==> config.mk <==
export PLATFORM = sky130hd
export DESIGN_NAME = median3_moving_average_filter
export DESIGN_NICKNAME = d
export VERILOG_FILES = /design/src/m3ma_pkg.sv /design/src/m3ma_serial_div.sv /design/src/median3_moving_average_filter.sv
export SDC_FILE = /design/constraint.sdc
export NUM_CORES = 1
export LEC_CHECK = 0
export ABC_AREA = 1
export BUFFER_PORTS_ARGS = -buffer_cell sky130_fd_sc_hd__buf_2
export CAP_MARGIN = 5
export CORE_UTILIZATION = 50
export CTS_CLUSTER_SIZE = 10
export DETAILED_ROUTE_END_ITERATION = 7
export PLACE_DENSITY = 0.79
export SETUP_SLACK_MARGIN = 0.1
export SLEW_MARGIN = 20
export SYNTH_ARGS = -nofsm -noshare
export SYNTH_HDL_FRONTEND = slang
export SYNTH_SLANG_ARGS = --single-unit
==> constraint.sdc <==
create_clock -name i_clk -period 8.5 [get_ports i_clk]
set_input_delay 0.425 -clock i_clk [delete_from_list [all_inputs] [get_ports i_clk]]
set_output_delay 0.425 -clock i_clk [all_outputs]
set_load 0.01 [all_outputs]
==> src/m3ma_pkg.sv <==
// shared constants and register codes for the median-of-three moving-average filter
`default_nettype none

package m3ma_pkg;

    // default sizes
    localparam int WINDOW_MAX_DEF  = 16;
    localparam int SAMPLE_BITS_DEF = 12;

    // fixed port widths
    localparam int PORT_W     = 12;
    localparam int CFG_IDX_W  = 1;
    localparam int CFG_DATA_W = 5;

    // configuration register indexes
    typedef enum logic [CFG_IDX_W-1:0] {
        REG_FILTER_ENABLE = 1'b0,
        REG_WINDOW_LENGTH = 1'b1
    } t_cfg_reg;

    // configuration reset values
    localparam logic                  FILTER_ENABLE_RST = 1'b1;
    localparam logic [CFG_DATA_W-1:0] WINDOW_LENGTH_RST = 5'd16;

endpackage

`default_nettype wire

==> src/m3ma_serial_div.sv <==
// restoring divider that retires one quotient bit per cycle
`default_nettype none

module m3ma_serial_div #(
    parameter int DIVIDEND_W = 17,
    parameter int DIVISOR_W  = 5
) (
    input  wire logic                  i_clk,
    input  wire logic                  i_rst_n,
    input  wire logic                  i_start,
    input  wire logic [DIVIDEND_W-1:0] i_dividend,
    input  wire logic [DIVISOR_W-1:0]  i_divisor,
    output logic                       o_done,
    output logic [DIVIDEND_W-1:0]      o_quotient
);

    localparam int CNT_W = (DIVIDEND_W > 1) ? $clog2(DIVIDEND_W) : 1;

    logic                  r_busy;
    logic                  r_done;
    logic [CNT_W-1:0]      r_cnt;
    logic [DIVIDEND_W-1:0] r_acc;
    logic [DIVISOR_W-1:0]  r_rem;
    logic [DIVISOR_W-1:0]  r_den;

    logic [DIVISOR_W:0]    w_rem_sh;
    logic [DIVISOR_W:0]    w_diff;
    logic                  w_fits;

    // trial subtract of the divisor from the shifted remainder
    always_comb begin
        w_rem_sh = {r_rem, r_acc[DIVIDEND_W-1]};
        w_diff   = w_rem_sh - {1'b0, r_den};
        w_fits   = (w_rem_sh >= {1'b0, r_den});
    end

    // control: busy until every dividend bit is retired, then a done pulse
    always_ff @(posedge i_clk) begin
        if (!i_rst_n) begin
            r_busy <= 1'b0;
            r_done <= 1'b0;
            r_cnt  <= '0;
        end else begin
            r_done <= 1'b0;
            if (i_start) begin
                r_busy <= 1'b1;
                r_cnt  <= '0;
            end else if (r_busy) begin
                r_cnt <= r_cnt + CNT_W'(1);
                if (r_cnt == CNT_W'(DIVIDEND_W - 1)) begin
                    r_busy <= 1'b0;
                    r_done <= 1'b1;
                end
            end
        end
    end

    // datapath: dividend shifts out at the top, quotient bits enter at the bottom
    always_ff @(posedge i_clk) begin
        if (i_start) begin
            r_acc <= i_dividend;
            r_rem <= '0;
            r_den <= i_divisor;
        end else if (r_busy) begin
            if (w_fits) begin
                r_rem <= w_diff[DIVISOR_W-1:0];
            end else begin
                r_rem <= w_rem_sh[DIVISOR_W-1:0];
            end
            r_acc <= {r_acc[DIVIDEND_W-2:0], w_fits};
        end
    end

    assign o_done     = r_done;
    assign o_quotient = r_acc;

endmodule

`default_nettype wire

==> src/median3_moving_average_filter.sv <==
// Median-of-three moving-average filter. Each request carries three ADC samples.
// With filtering enabled the median of the three enters a window of the last
// n medians (n = effective window length; entries zero at reset) and the result is the
// truncated mean of that window; with filtering disabled the first sample is
// returned and the window is untouched. One request is worked on at a time. A
// filtered request passes through the serial accumulator, one window entry per
// cycle, then the restoring divider, one sum bit per cycle; the quotient is
// captured and then loaded into the output register. A pass-through result is
// captured at acceptance and then loaded into the output register. The next
// request can be taken once the result is in the output register; a held
// result stalls the input for as long as it waits.
`default_nettype none

module median3_moving_average_filter #(
    parameter int WINDOW_MAX  = m3ma_pkg::WINDOW_MAX_DEF,
    parameter int SAMPLE_BITS = m3ma_pkg::SAMPLE_BITS_DEF
) (
    input  wire logic                           i_clk,
    input  wire logic                           i_rst_n,
    // configuration
    input  wire logic                           i_cfg_we,
    input  wire logic [m3ma_pkg::CFG_IDX_W-1:0]  i_cfg_idx,
    input  wire logic [m3ma_pkg::CFG_DATA_W-1:0] i_cfg_data,
    // request
    input  wire logic                           i_valid,
    output logic                                o_ready,
    input  wire logic [m3ma_pkg::PORT_W-1:0]     i_sample_first,
    input  wire logic [m3ma_pkg::PORT_W-1:0]     i_sample_second,
    input  wire logic [m3ma_pkg::PORT_W-1:0]     i_sample_third,
    // result
    output logic                                o_valid,
    input  wire logic                           i_ready,
    output logic [m3ma_pkg::PORT_W-1:0]          o_filtered_value
);

    import m3ma_pkg::*;

    localparam int LEN_W = $clog2(WINDOW_MAX + 1);
    localparam int IDX_W = (WINDOW_MAX > 1) ? $clog2(WINDOW_MAX) : 1;
    localparam int SUM_W = SAMPLE_BITS + LEN_W;

    typedef enum logic [1:0] {
        S_IDLE,
        S_SUM,
        S_DIV,
        S_WAIT
    } t_state;

    t_state                  r_state;
    logic                    r_filter_enable;
    logic [CFG_DATA_W-1:0]   r_window_length;
    logic [SAMPLE_BITS-1:0]  r_win [WINDOW_MAX];
    logic [LEN_W-1:0]        r_len;
    logic [IDX_W-1:0]        r_idx;
    logic [SUM_W-1:0]        r_sum;
    logic [PORT_W-1:0]       r_result;
    logic                    r_out_valid;
    logic [PORT_W-1:0]       r_out_data;

    logic                    w_accept;
    logic [SAMPLE_BITS-1:0]  w_s0;
    logic [SAMPLE_BITS-1:0]  w_s1;
    logic [SAMPLE_BITS-1:0]  w_s2;
    logic [SAMPLE_BITS-1:0]  w_lo;
    logic [SAMPLE_BITS-1:0]  w_hi;
    logic [SAMPLE_BITS-1:0]  w_med;
    logic [LEN_W-1:0]        w_eff_len;
    logic [SAMPLE_BITS-1:0]  w_shift_src [WINDOW_MAX];
    logic [SUM_W-1:0]        n_sum;
    logic                    w_last;
    logic                    w_div_start;
    logic                    w_div_done;
    logic [SUM_W-1:0]        w_quotient;
    logic                    w_out_free;

    assign w_accept   = i_valid && o_ready;
    assign w_out_free = !r_out_valid || i_ready;

    // samples trimmed to the converter width
    assign w_s0 = i_sample_first[SAMPLE_BITS-1:0];
    assign w_s1 = i_sample_second[SAMPLE_BITS-1:0];
    assign w_s2 = i_sample_third[SAMPLE_BITS-1:0];

    // median of three
    always_comb begin
        w_lo = (w_s0 > w_s1) ? w_s1 : w_s0;
        w_hi = (w_s0 > w_s1) ? w_s0 : w_s1;
        if (w_s2 > w_hi) begin
            w_med = w_hi;
        end else if (w_s2 > w_lo) begin
            w_med = w_s2;
        end else begin
            w_med = w_lo;
        end
    end

    // window length clamped to 1..WINDOW_MAX
    always_comb begin
        if (r_window_length == '0) begin
            w_eff_len = LEN_W'(1);
        end else if (r_window_length > CFG_DATA_W'(WINDOW_MAX)) begin
            w_eff_len = LEN_W'(WINDOW_MAX);
        end else begin
            w_eff_len = LEN_W'(r_window_length);
        end
    end

    // neighbor taps of the window shift line
    for (genvar g = 0; g < WINDOW_MAX; g++) begin : g_tap
        if (g < WINDOW_MAX - 1) begin : g_mid
            assign w_shift_src[g] = r_win[g + 1];
        end else begin : g_top
            assign w_shift_src[g] = w_med;
        end
    end

    // configuration registers
    always_ff @(posedge i_clk) begin
        if (!i_rst_n) begin
            r_filter_enable <= FILTER_ENABLE_RST;
            r_window_length <= WINDOW_LENGTH_RST;
        end else if (i_cfg_we) begin
            case (t_cfg_reg'(i_cfg_idx))
                REG_FILTER_ENABLE: r_filter_enable <= i_cfg_data[0];
                REG_WINDOW_LENGTH: r_window_length <= i_cfg_data;
                default: ;
            endcase
        end
    end

    // median window: lower entries of the active window shift down, median enters on top
    always_ff @(posedge i_clk) begin
        if (!i_rst_n) begin
            for (int i = 0; i < WINDOW_MAX; i++) begin
                r_win[i] <= '0;
            end
        end else if (w_accept && r_filter_enable) begin
            for (int i = 0; i < WINDOW_MAX; i++) begin
                if (i + 1 < int'(w_eff_len)) begin
                    r_win[i] <= w_shift_src[i];
                end else if (i + 1 == int'(w_eff_len)) begin
                    r_win[i] <= w_med;
                end
            end
        end
    end

    // serial accumulator, one window entry per cycle
    assign n_sum       = r_sum + SUM_W'(r_win[r_idx]);
    assign w_last      = (LEN_W'(r_idx) + LEN_W'(1)) == r_len;
    assign w_div_start = (r_state == S_SUM) && w_last;

    m3ma_serial_div #(
        .DIVIDEND_W (SUM_W),
        .DIVISOR_W  (LEN_W)
    ) u_div (
        .i_clk      (i_clk),
        .i_rst_n    (i_rst_n),
        .i_start    (w_div_start),
        .i_dividend (n_sum),
        .i_divisor  (r_len),
        .o_done     (w_div_done),
        .o_quotient (w_quotient)
    );

    // sequencer and output register
    always_ff @(posedge i_clk) begin
        if (!i_rst_n) begin
            r_state     <= S_IDLE;
            r_out_valid <= 1'b0;
            r_idx       <= '0;
        end else begin
            // output register empties unless the wait state reloads it
            if (r_out_valid && i_ready && r_state != S_WAIT) begin
                r_out_valid <= 1'b0;
            end
            case (r_state)
                S_IDLE: begin
                    if (w_accept) begin
                        r_len <= w_eff_len;
                        r_idx <= '0;
                        r_sum <= '0;
                        if (r_filter_enable) begin
                            r_state <= S_SUM;
                        end else begin
                            r_result <= PORT_W'(w_s0);
                            r_state  <= S_WAIT;
                        end
                    end
                end
                S_SUM: begin
                    r_sum <= n_sum;
                    r_idx <= r_idx + IDX_W'(1);
                    if (w_last) begin
                        r_state <= S_DIV;
                    end
                end
                S_DIV: begin
                    if (w_div_done) begin
                        r_result <= PORT_W'(w_quotient);
                        r_state  <= S_WAIT;
                    end
                end
                S_WAIT: begin
                    if (w_out_free) begin
                        r_out_valid <= 1'b1;
                        r_out_data  <= r_result;
                        r_state     <= S_IDLE;
                    end else begin
                        r_out_valid <= 1'b1;
                    end
                end
                default: r_state <= S_IDLE;
            endcase
        end
    end

    assign o_ready          = (r_state == S_IDLE);
    assign o_valid          = r_out_valid;
    assign o_filtered_value = r_out_data;

    // assertions
    a_one_request_in_flight: assert property (@(posedge i_clk) disable iff (!i_rst_n)
        w_accept |=> !o_ready)
        else $error("request accepted while another is in flight");

    a_len_in_range: assert property (@(posedge i_clk) disable iff (!i_rst_n)
        (r_state == S_SUM || r_state == S_DIV) |->
            (r_len >= LEN_W'(1) && r_len <= LEN_W'(WINDOW_MAX)))
        else $error("window length out of range during work");

    a_div_done_in_div: assert property (@(posedge i_clk) disable iff (!i_rst_n)
        w_div_done |-> r_state == S_DIV)
        else $error("divider finished outside the divide phase");

    a_result_from_wait: assert property (@(posedge i_clk) disable iff (!i_rst_n)
        $rose(r_out_valid) |-> $past(r_state) == S_WAIT)
        else $error("result loaded without a finished request");

endmodule

`default_nettype wire

==> out/qor.yml <==
clk_latency_ps: 530
remaining_drc_errors: 0
antenna_found_initial: 0
nFillCells: 3045
cts_resized: 0
hold_path.class: "primary input to register"
cts_hold_buf: 0
cts-root-buf: "clkbuf_16"
max_freq_ghz: 0.199
multiInputGateArea_sq_mm: 0.00678
dpl.hpwl_mm: 33.7
dpl_cell_area_sq_mm: 0.0178
cts_setup_buffers: 0
cts.sinks: 289
synth-seq-area-share_pct: 48.4
min_period_over_period_pct: 59.1
switchingPower_mw: 1.76
firstDrtPassIters: 6
clkTransAtPathRegs_ps: 60
drt_iter0_drc: 1745
finalSetupViolCount: 0
fin_util_pct: 55.6
cp-start-kind: "primary input"
syn-cell-area_sq_mm: 0.0173
crit_required_ps: 8760
ys_types: 41
synth_largest_area_cell: "edfxtp_1"
swShare_pct: 36.3
area_growth_pct: 8.56
endpoint_kind: "register"
slew_viol_final: 0
maxSlewHeadroom_pct: 28.2
ant_nets: 0
synth_fp_nets: 2249
gr-usage-all-layers_pct: 27.3
mostFrequentLayoutCell: "inv_1"
port_buffers: 60
start_util_pct: 51.2
final_cell_mix: "inv_1, nand2_1, o21ai_0, edfxtp_1, a21oi_1"
core_sq_mm: 0.0338
whs_ps: 119
antenna_cells: 0
cts_made_buffers: 35
rsz0062_at_grt: "false"
rows: 67
drive_gt1_share_pct: 6.28
fin_skew_ps: 31.6
num_vias: 15000
htreeDepth: 2
gp_congestion: 0.944
avgSynthCellArea_sq_um: 8.09
worstMarginPinSlew_ps: 1070
max_cap_violations: 0
yosys_warnings: 0
synthCells: 2140
cts_max_path_buffers: 3
async_flop_share_pct: 0
hold_violations: 0
die_w_um: 188
grt_max_degree: 76
p_leak_nw: 9.01
viasPerCell: 5.79
yosysTopAreaCellShare_pct: 45.1
outcome: "complete, no violations"
critPathMaxFanout: 25
fin_crit_ps: 5030
seq_area_sq_mm: 0.00839
critPathKind: "primary input to register"
globalRouteOverflowTotal: 0
grt_pass1_vias: 14200
pin_count: 61
cts_tree: "done"
arrival_ps: 5280
hold_depth: 3
ys_ff_latch: 289
pwr-share-clk_pct: 28.6
ff2ff_path_depth: 16
synth-edff-count: 260
p_seq_share_pct: 40.9
synth_area_leaders: "edfxtp_1, o21ai_0, inv_1, nand2_1, a21oi_1"
die_area_sq_mm: 0.0354
final_cell_area_sq_mm: 0.0188
fin_setup_tns_ps: 0
drt-total-wl_mm: 48.5
p_int_mw: 3.09
grt_pass1_wl_mm: 76.1
p_per_area_mw_per_mm2: 258
ys.flop_type: "edfxtp_1"
post_drt_wl_per_cell_um: 18.7
irDropWorstVdd_uv: 183
nets: 2242
combPwrFrac_pct: 30.5
fp.dieH_um: 188
-- stage by stage --
step / std cells / worst slack (ps) / total power [mW]
finish: 2599 / 3470 / 4.85
global route: 2599 / 3070 / 5.08
CTS: 2599 / 3550 / 4.82
detailed placement: 2544 / 3010 / 3.44
global placement: 2544 / 3050 / 3.40
floorplan: 2140 / 5020 / 2.99
-- worst max-delay path: stages --
cell,delay (ps)
buf_2,90
inv_1,50
ha_1,310
nand4_1,130
nor3_1,150
nand2_1,500
nand2_2,590
nand2_1,200
and2_1,190
ha_1,290
nand2_1,50
nor2_1,150
nand4_1,410
nand2_1,540
nand3_1,190
nand2_1,110
nand2_1,440
nand2_1,340
a21oi_1,100
-- routing by layer --
metal	share of wire (%)	track usage (%)
met5	0	0
met2	46	43.6
met3	9.6	4.62
met1	40	36.7
met4	4.1	11.9
-- synth_stat cells (all sizes together), types with 9 or more instances --
cell type / number
nand2: 356
nand4: 11
a31oi: 9
xor2: 13
o21ai: 344
and2: 14
nor2: 78
xnor2: 10
dfxtp: 29
a21oi: 227
edfxtp: 260
nand3: 107
buf: 42
inv: 440
clkbuf: 71
ha: 60
o221ai: 18
-- power groups by stage --
stage	Combinational [mW]	Clock, mW	Sequential, mW
2_1_floorplan	1.06	0	1.93
3_3_place_gp	1.40	0	1.99
3_5_place_dp	1.44	0	2.00
4_1_cts	1.46	1.39	1.98
5_1_grt	1.64	1.44	2.00
6_report	1.48	1.38	1.98
-- worst paths after layout --
kind                                         start                    to  slack, ps
worst max-delay path            i_sample_second[6]          r_win[10][7]       3470
worst min-delay path                 i_cfg_data[4]    r_window_length[4]        120
worst max register to register            register  u_div.o_quotient[10]       3780
worst min register to register         r_result[8]   o_filtered_value[8]        390
-- layout make-up --
class	count	area share, %
Multi-Input combinational cell	1293	36.1
Timing Repair Buffer	69	1.96
Inverter	445	8.89
Sequential cell	289	44.7
Tap cell	448	2.98
Clock inverter	4	0.313
Clock buffer	51	5.15
-- registers in the layout (all words and copies together) (netlist names), named ones only --
name	flops
r_win	192
r_sum	17
o_valid	1
r_state	2
r_filter_enable	1
r_idx	4
o_filtered_value	12
r_result	12
u_div.o_quotient	17
r_window_length	5
r_len	5
u_div.o_done	1
u_div.r_rem	5
u_div.r_den	5
u_div.r_cnt	5
u_div.r_busy	1
-- kinds of logic after synthesis --
logic type               count (synthesis)  share of synthesized area (%)
XOR/XNOR                                23                           1.16
adder cells (fa/ha/maj)                 62                           4.57
AO/OA/AOI/OAI                          625                           18.9
multiplexers                             6                          0.347
flip-flops                             289                           48.4
buffers and inverters                  558                           12.4
AND/OR/NAND/NOR                        577                           14.2
Note: power is estimated with default switching activity, not from simulation.
